### config.mk
export PLATFORM = sky130hd
export DESIGN_NAME = sic_engine
export DESIGN_NICKNAME = d
export VERILOG_FILES = /design/src/rtl/core/sic_pkg.sv /design/src/rtl/core/sic_engine.sv
export SDC_FILE = /design/constraint.sdc
export NUM_CORES = 1
export LEC_CHECK = 0
export BUFFER_PORTS_ARGS = -buffer_cell sky130_fd_sc_hd__buf_2
export CAP_MARGIN = 5
export CORE_MARGIN = 1
export CORE_UTILIZATION = 40
export DETAILED_ROUTE_END_ITERATION = 10
export PLACE_DENSITY = 0.62
export SLEW_MARGIN = 10
export SYNTH_ARGS = -nofsm -noshare
export SYNTH_HDL_FRONTEND = slang
export SYNTH_SLANG_ARGS = --single-unit
### constraint.sdc
create_clock -name clk -period 5.93 [get_ports clk]
set_input_delay 0 -clock clk [delete_from_list [all_inputs] [get_ports clk]]
set_output_delay 0 -clock clk [all_outputs]
set_load 0.01 [all_outputs]
### src/rtl/core/sic_pkg.sv
// ----------------------------------------------------------------------------
// sic_pkg
// shared types, codes and the crc-16 byte update of the settings image checker
// ----------------------------------------------------------------------------
package sic_pkg;

  typedef enum logic [1:0] {
    PH_IDLE,
    PH_HEADER,
    PH_DATA,
    PH_DONE
  } phase_t;

  typedef enum logic [1:0] {
    RS_SIZE,
    RS_ID,
    RS_PAYLOAD
  } rstep_t;

  localparam logic [2:0] ST_PENDING = 3'd0;
  localparam logic [2:0] ST_OK      = 3'd1;
  localparam logic [2:0] ST_MAGIC   = 3'd2;
  localparam logic [2:0] ST_SIZE    = 3'd3;
  localparam logic [2:0] ST_COUNT   = 3'd4;
  localparam logic [2:0] ST_HCRC    = 3'd5;
  localparam logic [2:0] ST_DCRC    = 3'd6;
  localparam logic [2:0] ST_ID      = 3'd7;

  localparam logic [2:0] CFG_MAGIC     = 3'd0;
  localparam logic [2:0] CFG_MAX_DATA  = 3'd1;
  localparam logic [2:0] CFG_MAX_REC   = 3'd2;
  localparam logic [2:0] CFG_USER_0    = 3'd3;
  localparam logic [2:0] CFG_USER_1    = 3'd4;
  localparam logic [2:0] CFG_USER_2    = 3'd5;
  localparam logic [2:0] CFG_USER_3    = 3'd6;

  localparam int          NUM_USERS     = 4;
  localparam logic [2:0]  NO_USER       = 3'd4;
  localparam logic [2:0]  HDR_LAST      = 3'd7;
  localparam logic [2:0]  HDR_CRC_LO    = 3'd6;
  localparam logic [15:0] CRC_INIT      = 16'hFFFF;
  localparam logic [15:0] CRC_POLY      = 16'hA001;

  localparam logic [7:0]  RST_MAGIC     = 8'hE5;
  localparam logic [15:0] RST_MAX_DATA  = 16'd1024;
  localparam logic [7:0]  RST_MAX_REC   = 8'd32;
  localparam logic [6:0]  RST_USER_0    = 7'h54;
  localparam logic [6:0]  RST_USER_1    = 7'h52;
  localparam logic [6:0]  RST_USER_2    = 7'h42;
  localparam logic [6:0]  RST_USER_3    = 7'h53;

  typedef struct packed {
    logic [7:0]                 magic;
    logic [15:0]                max_data_size;
    logic [7:0]                 max_records;
    logic [NUM_USERS-1:0][6:0]  user_id;
  } cfg_t;

  typedef struct packed {
    logic [7:0] byte_out;
    logic       in_payload;
    logic [2:0] record_user;
    logic       record_end;
    logic       done_res;
    logic [2:0] status;
    logic [7:0] good_records;
  } res_t;

  function automatic logic [15:0] crc16_byte(input logic [15:0] crc, input logic [7:0] b);
    logic [15:0] c;
    c = crc ^ {8'h00, b};
    for (int i = 0; i < 8; i++) begin
      c = c[0] ? ((c >> 1) ^ CRC_POLY) : (c >> 1);
    end
    return c;
  endfunction

endpackage

### src/rtl/core/sic_engine.sv
// ----------------------------------------------------------------------------
// sic_engine
// per-byte header parse, crc check and record walk with the image state
// ----------------------------------------------------------------------------
module sic_engine (
  input  logic          clk,
  input  logic          rst_n,
  input  logic          adv,
  input  logic [7:0]    item_byte,
  input  logic          item_start,
  input  sic_pkg::cfg_t cfg,
  output sic_pkg::res_t res
);

  sic_pkg::phase_t phase_r, phase_nxt;
  sic_pkg::rstep_t rstep_r, rstep_nxt;
  logic [2:0]  hdr_idx_r, hdr_idx_nxt;
  logic [7:0]  rec_total_r, rec_total_nxt;
  logic [15:0] data_size_r, data_size_nxt;
  logic [15:0] exp_crc_r, exp_crc_nxt;
  logic [15:0] crc_r, crc_nxt;
  logic [15:0] bytes_left_r, bytes_left_nxt;
  logic [7:0]  pay_left_r, pay_left_nxt;
  logic [2:0]  cur_user_r, cur_user_nxt;
  logic [7:0]  rec_seen_r, rec_seen_nxt;
  logic        id_err_r, id_err_nxt;
  logic [7:0]  rec_before_err_r, rec_before_err_nxt;
  logic        magic_bad_r, magic_bad_nxt;
  logic        hcrc_lo_bad_r, hcrc_lo_bad_nxt;

  logic [2:0]  user_hit;
  logic [15:0] crc_upd;
  logic        hcrc_bad;

  // lowest matching user wins
  always_comb begin
    user_hit = sic_pkg::NO_USER;
    for (int n = sic_pkg::NUM_USERS - 1; n >= 0; n--) begin
      if ({1'b0, cfg.user_id[n]} == item_byte) begin
        user_hit = 3'(n);
      end
    end
  end

  always_comb begin
    phase_nxt          = phase_r;
    rstep_nxt          = rstep_r;
    hdr_idx_nxt        = hdr_idx_r;
    rec_total_nxt      = rec_total_r;
    data_size_nxt      = data_size_r;
    exp_crc_nxt        = exp_crc_r;
    crc_nxt            = crc_r;
    bytes_left_nxt     = bytes_left_r;
    pay_left_nxt       = pay_left_r;
    cur_user_nxt       = cur_user_r;
    rec_seen_nxt       = rec_seen_r;
    id_err_nxt         = id_err_r;
    rec_before_err_nxt = rec_before_err_r;
    magic_bad_nxt      = magic_bad_r;
    hcrc_lo_bad_nxt    = hcrc_lo_bad_r;
    crc_upd            = 16'h0000;
    hcrc_bad           = 1'b0;

    res              = '0;
    res.byte_out     = item_byte;
    res.record_user  = sic_pkg::NO_USER;

    // restart abandons any image in flight
    if (item_start) begin
      phase_nxt          = sic_pkg::PH_HEADER;
      hdr_idx_nxt        = 3'd0;
      crc_nxt            = sic_pkg::CRC_INIT;
      rec_total_nxt      = 8'd0;
      data_size_nxt      = 16'd0;
      exp_crc_nxt        = 16'd0;
      bytes_left_nxt     = 16'd0;
      rstep_nxt          = sic_pkg::RS_SIZE;
      pay_left_nxt       = 8'd0;
      cur_user_nxt       = sic_pkg::NO_USER;
      rec_seen_nxt       = 8'd0;
      id_err_nxt         = 1'b0;
      rec_before_err_nxt = 8'd0;
      magic_bad_nxt      = 1'b0;
      hcrc_lo_bad_nxt    = 1'b0;
    end

    crc_upd = sic_pkg::crc16_byte(crc_nxt, item_byte);

    unique case (phase_nxt)
      sic_pkg::PH_HEADER: begin
        unique case (hdr_idx_nxt)
          3'd0: magic_bad_nxt = (item_byte != cfg.magic);
          3'd1: rec_total_nxt = item_byte;
          3'd2: data_size_nxt = {8'h00, item_byte};
          3'd3: data_size_nxt = {item_byte, data_size_nxt[7:0]};
          3'd4: exp_crc_nxt   = {8'h00, item_byte};
          3'd5: exp_crc_nxt   = {item_byte, exp_crc_nxt[7:0]};
          3'd6: hcrc_lo_bad_nxt = (item_byte != crc_nxt[7:0]);
          default: ;
        endcase
        if (hdr_idx_nxt < sic_pkg::HDR_CRC_LO) begin
          crc_nxt = crc_upd;
        end
        if (hdr_idx_nxt == sic_pkg::HDR_LAST) begin
          hcrc_bad = hcrc_lo_bad_nxt || (item_byte != crc_nxt[15:8]);
          if (magic_bad_nxt) begin
            res.status = sic_pkg::ST_MAGIC;
          end else if (data_size_nxt > cfg.max_data_size) begin
            res.status = sic_pkg::ST_SIZE;
          end else if (rec_total_nxt > cfg.max_records) begin
            res.status = sic_pkg::ST_COUNT;
          end else if (hcrc_bad) begin
            res.status = sic_pkg::ST_HCRC;
          end
          crc_nxt = sic_pkg::CRC_INIT;
          if (res.status != sic_pkg::ST_PENDING) begin
            res.done_res = 1'b1;
            phase_nxt    = sic_pkg::PH_DONE;
          end else if (data_size_nxt == 16'd0) begin
            // empty data region: expected crc must equal the initial value
            res.status       = (exp_crc_nxt != sic_pkg::CRC_INIT) ? sic_pkg::ST_DCRC :
                               sic_pkg::ST_OK;
            res.good_records = rec_seen_nxt;
            res.done_res     = 1'b1;
            phase_nxt        = sic_pkg::PH_DONE;
          end else begin
            bytes_left_nxt = data_size_nxt;
            phase_nxt      = sic_pkg::PH_DATA;
          end
          hdr_idx_nxt = 3'd0;
        end else begin
          hdr_idx_nxt = hdr_idx_nxt + 3'd1;
        end
      end

      sic_pkg::PH_DATA: begin
        crc_nxt = crc_upd;
        if (!id_err_nxt && (rec_seen_nxt < rec_total_nxt)) begin
          unique case (rstep_nxt)
            sic_pkg::RS_SIZE: begin
              pay_left_nxt = item_byte;
              rstep_nxt    = sic_pkg::RS_ID;
            end
            sic_pkg::RS_ID: begin
              if (item_byte[7]) begin
                id_err_nxt         = 1'b1;
                rec_before_err_nxt = rec_seen_nxt;
                rstep_nxt          = sic_pkg::RS_SIZE;
              end else begin
                cur_user_nxt    = user_hit;
                res.record_user = user_hit;
                if (pay_left_nxt == 8'd0) begin
                  res.record_end = 1'b1;
                  rec_seen_nxt   = rec_seen_nxt + 8'd1;
                  rstep_nxt      = sic_pkg::RS_SIZE;
                end else begin
                  rstep_nxt = sic_pkg::RS_PAYLOAD;
                end
              end
            end
            default: begin
              res.in_payload  = 1'b1;
              res.record_user = cur_user_nxt;
              pay_left_nxt    = pay_left_nxt - 8'd1;
              if (pay_left_nxt == 8'd0) begin
                res.record_end = 1'b1;
                rec_seen_nxt   = rec_seen_nxt + 8'd1;
                rstep_nxt      = sic_pkg::RS_SIZE;
              end
            end
          endcase
        end
        bytes_left_nxt = bytes_left_nxt - 16'd1;
        if (bytes_left_nxt == 16'd0) begin
          if (crc_nxt != exp_crc_nxt) begin
            res.status = sic_pkg::ST_DCRC;
          end else if (id_err_nxt) begin
            res.status = sic_pkg::ST_ID;
          end else begin
            res.status = sic_pkg::ST_OK;
          end
          res.good_records = id_err_nxt ? rec_before_err_nxt : rec_seen_nxt;
          res.done_res     = 1'b1;
          phase_nxt        = sic_pkg::PH_DONE;
        end
      end

      default: ;
    endcase
  end

  always_ff @(posedge clk) begin
    if (!rst_n) begin
      phase_r          <= sic_pkg::PH_IDLE;
      rstep_r          <= sic_pkg::RS_SIZE;
      hdr_idx_r        <= 3'd0;
      rec_total_r      <= 8'd0;
      data_size_r      <= 16'd0;
      exp_crc_r        <= 16'd0;
      crc_r            <= sic_pkg::CRC_INIT;
      bytes_left_r     <= 16'd0;
      pay_left_r       <= 8'd0;
      cur_user_r       <= sic_pkg::NO_USER;
      rec_seen_r       <= 8'd0;
      id_err_r         <= 1'b0;
      rec_before_err_r <= 8'd0;
      magic_bad_r      <= 1'b0;
      hcrc_lo_bad_r    <= 1'b0;
    end else if (adv) begin
      phase_r          <= phase_nxt;
      rstep_r          <= rstep_nxt;
      hdr_idx_r        <= hdr_idx_nxt;
      rec_total_r      <= rec_total_nxt;
      data_size_r      <= data_size_nxt;
      exp_crc_r        <= exp_crc_nxt;
      crc_r            <= crc_nxt;
      bytes_left_r     <= bytes_left_nxt;
      pay_left_r       <= pay_left_nxt;
      cur_user_r       <= cur_user_nxt;
      rec_seen_r       <= rec_seen_nxt;
      id_err_r         <= id_err_nxt;
      rec_before_err_r <= rec_before_err_nxt;
      magic_bad_r      <= magic_bad_nxt;
      hcrc_lo_bad_r    <= hcrc_lo_bad_nxt;
    end
  end

endmodule

==> results.md, run 1 <==
* Pre-CTS setup slack at 1440 ps
* End point of the critical path: res[7]
* Register area at 2180 µm²
* Clock Tree Buf Depth at 2
* Worst Path Required at 5930 ps
* Buffers & Inverters on Critical Path at 1
* Leak at roughly 4.2 nW
* CP cell instances: and2_1, ha_1, nor2_1, nor2_1, a22o_1, ha_1, a21oi_1, o21ai_0, a221o_1, o31a_1, nor3_1, and4_1, a32o_1, buf_2
* Most frequent cells in the layout: 181 x nor2_1, 117 x nand2_1, 109 x dfxtp_1, 95 x buf_2, 90 x a21oi_1
* Max Fanout on Critical Path at 11
* FFs w/ async S/R, synth at 0%
* RR Startpoint: hdr_idx_r[1]$_SDFFE_PN0P_
* Die ar. at 25000 µm²
* Largest net degree at the start of global routing at 76
* Ports at a little under 100
* Placed cell count at 1669
* Initial antenna violation count at 0
* Vias/cell at approximately 6.1
* Max IR drop VDD at about 0.13 mV
* CP startpoint kind: register
* Mapped Cells at 1347
* H-tree depth at 3
* Slowest stage delay, CP at 530 ps
* Sequential area share after synthesis at between 20% and 30%
* Netlist Area Pre-Place at 9740 µm²
* Clock Tree Root: clkbuf_16
* Multi-input logic area at about 7000 µm²
* Final Util at between 40 and 50%
* CTS tree: yes
* Worst Reg2Reg Path Length in Cells at 15
* Core ar. at between 20000 and 25000 µm²
* Post-synth EDFFs at 0
* Pins Over Slew Limit at 0
* RD Place Congestion at roughly 0.92
* Rows at 56
* Total track usage at a little over a quarter
* Total wire length at 33100 µm
* Syn. warnings at 0
* Critical Path AT at 4740 ps
* Grt ovf at 0
* Setup ws final at about 1200 ps
* Area growth syn-to-layout at 8.68%
* Initial Util at between 40 and 50%
* Layout cells sized above 1 at 11.5%
* Pwr per Cell Area at between 150 and 200 nW/µm²
* Drt first pass iters at 5
* #FFs+latches synth at 109
* Avg Cell Area, Syn at just over 7 µm²
* Worst-Skew Late Latency at approximately 370 ps
* Nets at 1479
* Max Cap Viol at 0
* Final Setup Violations at 0
* Post-DR wirelength/cell at just under 20 µm
* Commonest non-fill, non-tap cell in the layout: nor2_1
* Post-CTS sizing at 0
* Setup TNS at 0 ps
* Postcts setup bufs at 0
* Drt drc at 0
* Fmax at ~210 MHz
* Post-Syn Nets at between 1000 and 1500
* Worst setup path start: hdr_idx_r[1]$_SDFFE_PN0P_
* Max_slew headroom at around a third
* N_diodes at 0
* FF-to-FF End: bytes_left_r[8]$_SDFFE_PN0P_
* Hold/Removal Path Class: in2reg
* Unrepaired setup endpoints after global routing: no
* TritonCTS buffer count at 9
* Hold buffer count at CTS at 0
* Register clock-pin slew on the reported worst setup and hold paths at 80 ps
* Cell Count, Final, Fillers Out at about 1700
* Die width at approximately 160 µm
* CTS Sinks at 109
* Number of global-route vias before repair at approximately 9200
* R2R setup slack at 1390 ps
* Synth Flop Type: dfxtp_1
* CP max stage cell: nor3_1
* CP Class: reg2out
* Minimum clock period at 4740 ps
* Die Span Y at roughly 160 µm
* Worst-Margin Slew at slightly above 1000 ps
* Hold Worst Slack at just over 60 ps
* Routed Antenna Nets at 0
* Drt initial violations at 925
* Via count at approximately 10000
* Half-perimeter wire length after placement at around 23000 µm
* First-pass GRT wire length at between 50000 and 60000 µm
* Hold Fails Final Rpt at 0
* Outcome: finished, final reports clean
* Crit path max-delay family: simple AND/OR/NAND/NOR gates
* Fillers at roughly 2500
* Period utilisation layout at 79.9%
* Port Buf Inserts at 96
* Type of element capturing the critical path: primary output
* Netlist cell types at between 80 and 90
* Clock skew at 10.0 ps
* Worst path depth at 14
## per-stage QoR
step,instance area [µm²],power (mW)
floorplan,9740,1.18
global placement,10300,1.32
detailed placement,10300,1.33
CTS,10600,1.97
global route,10600,2.06
finish,10600,1.98
## worst reg2reg max path, delay by kind of cell (launching register included)
family | cells | cell delay (ps)
adders and majority gates | 2 | 580
muxes | 1 | 380
and+or+nand+nor | 6 | 1640
DFF | 1 | 500
AOI/OAI and AO/OA | 6 | 1330
## registers in the layout, summed over array words and instances, names as in the netlist
name              flops
bytes_left_r         16
rec_total_r           8
exp_crc_r            16
magic_bad_r           1
rec_before_err_r      8
pay_left_r            8
rec_seen_r            8
data_size_r          16
crc_r                16
id_err_r              1
hcrc_lo_bad_r         1
hdr_idx_r             3
phase_r               2
cur_user_r            3
rstep_r               2
## cell families (layout without fill, tap and decap cells)
family	count (synthesis)	after routing	synth area share (%)
adders and majority gates	46	46	5.91
muxes	27	27	2.93
xor gates and xnor gates	95	95	8.92
and+or+nand+nor	492	492	24.4
AOI/OAI and AO/OA	404	404	28.1
DFF	109	109	22.4
buffers and inverters	174	193	7.32
## where the power goes
group / total [mW] / internal (mW) / switching (mW) / leakage (nW)
Clock: 0.651 / 0.332 / 0.320 / 0.151
Sequential: 0.768 / 0.747 / 0.0212 / 0.883
Combinational: 0.560 / 0.198 / 0.361 / 3.18
## routing by layer
metal  up-vias  GRT usage (%)  share of wire, %
met4         0           9.29               2.8
li1       4899              -                 -
met3        76           3.72               7.4
met2       431           40.9                44
met1      4839           37.6                46
met5         -              0                 0
## final cells by class
class	instances	share of cell area, %
clock buffer	9	2.13
sequential	109	20.6
clock inverter	7	0.697
inverter	63	2.23
timing repair buffer	114	5.84
multi-input combinational	1064	64.7
tap	319	3.77
## synthesized netlist by cell type (all sizes together) (9+ instances only)
master / n / area (µm²)
nor2: 182 / 683
nand2: 118 / 445
dfxtp: 109 / 2180
a21oi: 92 / 468
o21ai: 73 / 365
clkbuf: 71 / 267
a22oi: 62 / 465
inv: 61 / 229
xnor2: 53 / 472
ha: 46 / 576
buf: 40 / 210
xor2: 40 / 350
nand3: 36 / 180
mux2i: 25 / 263
nor2b: 23 / 144
nor3: 21 / 110
nor4: 20 / 146
nand4: 18 / 119
a211oi: 17 / 133
a31oi: 17 / 106
and3: 17 / 106
a21o: 14 / 105
o22ai: 14 / 87.6
o221ai: 13 / 114
a221oi: 12 / 105
a22o: 12 / 105
and4: 9 / 78.8
o21a: 9 / 67.6
## how the worst min path moves through the flow
stage                  from                        end  slack, ps  cells after the start
6_report       item_byte[7]  exp_crc_r[7]$_SDFFE_PN0P_         60                      3
5_1_grt        item_byte[7]  exp_crc_r[7]$_SDFFE_PN0P_        100                      3
4_1_cts        item_byte[7]  exp_crc_r[7]$_SDFFE_PN0P_         60                      3
3_5_place_dp   item_byte[7]                    res[24]        340                      2
3_3_place_gp   item_byte[7]                    res[24]        340                      2
2_1_floorplan  item_byte[0]                    res[17]         90                      1
No activity file was read; power rests on OpenSTA's default activity.
==> inputs of run 2 (changes only) <==
PLACE_DENSITY = 0.64   (was 0.62)
clock period = 4.2 ns   (was 5.93 ns; I/O delays follow)
==> run 2 against run 1 <==
Clock-buffer cell count rose by 1. Die area did not move. First-iteration DRC count rose by 5.8%. Combinational power rose by 46%. Power rose by 46%. Largest power group unchanged. Wire length rose by 0.14%. Highest routed layer unchanged. Critical path depth rose by 3.
==> results.md, run 2 (synthesis results as in run 1) <==
* Hold buffer count at CTS at 0
* Die width at 158 µm
* H-tree depth at 3
* Worst-Skew Late Latency at around 370 ps
* Fmax at 250 MHz
* Clock Tree Buf Depth at 2
* Via count at a little over 10000
* Total track usage at 27.2%
* Highest routing layer actually used: met4
* Max Cap Viol at 0
* Post-DR wirelength/cell at about 19 µm
* Buffers & Inverters on Critical Path at 2
* Register area at 2180 µm²
* Pwr per Cell Area at approximately 260 nW/µm²
* Nets at between 1500 and 2000
* First-pass GRT wire length at between 50000 and 60000 µm
* Max Fanout on Critical Path at 9
* Core ar. at ~24000 µm²
* Multi-input logic area at about 7000 µm²
* Clock Tree Root: clkbuf_16
* Hold Worst Slack at about 110 ps
* Minimum clock period at 4010 ps
* Ports at 97
* Total chip power at between 2 and 3 mW
* Max IR drop VDD at roughly 0.16 mV
* Initial antenna violation count at 0
* Commonest non-fill, non-tap cell in the layout: nor2_1
* Die Span Y at roughly 160 µm
* Initial Util at around two fifths
* Type of element capturing the critical path: primary output
* CP Class: reg2out
* Vias/cell at 6.02
* RD Place Congestion at 0.968
* Number of global-route vias before repair at 9740
* Leak at approximately 4.4 nW
* Layout cells sized above 1 at 14.7%
* Crit path max-delay family: compound AO/OA/AOI/OAI gates
* Slowest stage delay, CP at ~380 ps
* N_diodes at 0
* Hold Fails Final Rpt at 0
* Worst-Margin Slew at 949 ps
* CP max stage cell: o31a_1
* Rows at between 50 and 60
* Grt ovf at 0
* CP cell instances: nand2_4, inv_1, and2_1, ha_1, nor2_4, nor2_4, a22o_4, ha_1, a21oi_1, o21ai_0, a221o_1, o31a_1, nor2_4, and4bb_4, a31oi_1, o21a_1, buf_2
* CTS tree: yes
* Pins Over Slew Limit at 0
* Drt initial violations at 979
* Placed cell count at around 1700
* Final Util at 46.4%
* Met1 WL at between 10000 and 15000 µm
* Max_slew headroom at around 37%
* TritonCTS buffer count at 9
* Setup TNS at 0 ps
* Unrepaired setup endpoints after global routing: no
* Largest net degree at the start of global routing at 97
* Port Buf Inserts at 96
* Met2 WL at 15100 µm
* CP startpoint kind: register
* Half-perimeter wire length after placement at approximately 24000 µm
* Die ar. at 25000 µm²
* CTS Sinks at ~110
* Register clock-pin slew on the reported worst setup and hold paths at ~80 ps
* Cell Count, Final, Fillers Out at 1711
* Drt first pass iters at 6
* Outcome: finished, final reports clean
* Final Setup Violations at 0
* Area growth syn-to-layout at 12.7%
* Postcts setup bufs at 0
* Critical Path AT at about 4000 ps
* Routed Antenna Nets at 0
* Wire length on met3 at between 2000 and 3000 µm
* Worst Path Required at 4200 ps
* Most frequent cells in the layout: 178 x nor2_1, 114 x nand2_1, 107 x dfxtp_1, 95 x buf_2, 84 x a21oi_1
* Total wire length at about 33000 µm
* Fillers at between 2000 and 3000
* Hold/Removal Path Class: in2reg
* Period utilisation layout at between 90% and 100%
* Drt drc at 0
* Most frequent CP cell: nor2_4
* Clock skew at ~12 ps
## run 2: changes by cell type in the layout (fill, tap and decap cells not counted), sizes merged
cell      change
buf          +26
clkinv        -4
bufinv        +1
clkbuf        +1
clkinvlp      +1
inv           +1
## run 2: metal layers
metal  global-route usage (%)  up-vias
li1                         -     4963
met1                     36.9     4815
met2                     44.1      468
met3                     3.53       56
met4                     9.39        0
met5                        0        -
## run 2: what timing repair did
| item | in CTS | in global routing |
|---|---|---|
| setup endpoints to repair | 7 | 27 |
| pin swaps | 0 | 1 |
| gates resized for setup | 1 | 19 |
## run 2: cell type report
cell class              instances  area share [%]
repair buffers                140            7.52
clock inverters                 6           0.855
well taps                     319            3.63
flip-flops and latches        109            19.9
clock buffers                  10            2.09
inverters                      63            2.15
multi-input cells            1064            63.9
## run 2: where the power goes
part | internal (mW) | switching, mW
sequential | 1.06 | 0.0295
combinational | 0.294 | 0.521
clock | 0.532 | 0.452
total | 1.88 | 1.00
## run 2: final timing paths
check	start	endpoint	slack (ps)	depth (start not counted)
worst min register to register	phase_r[1]$_SDFFE_PN0P_	phase_r[1]$_SDFFE_PN0P_	500	2
worst min-delay path	rst_n	crc_r[0]$_SDFFE_PN1P_	110	2
worst max-delay path	hdr_idx_r[0]$_SDFFE_PN0P_	res[11]	190	17
worst max register to register	hdr_idx_r[0]$_SDFFE_PN0P_	bytes_left_r[8]$_SDFFE_PN0P_	250	17
## run 2: stage by stage
step	setup slack (ps)	area, µm²
after floorplan	31.7	9950
after global placement	338	10600
after detailed placement	248	10600
after CTS	23.7	10900
after global routing	12.0	11000
final	194	11000
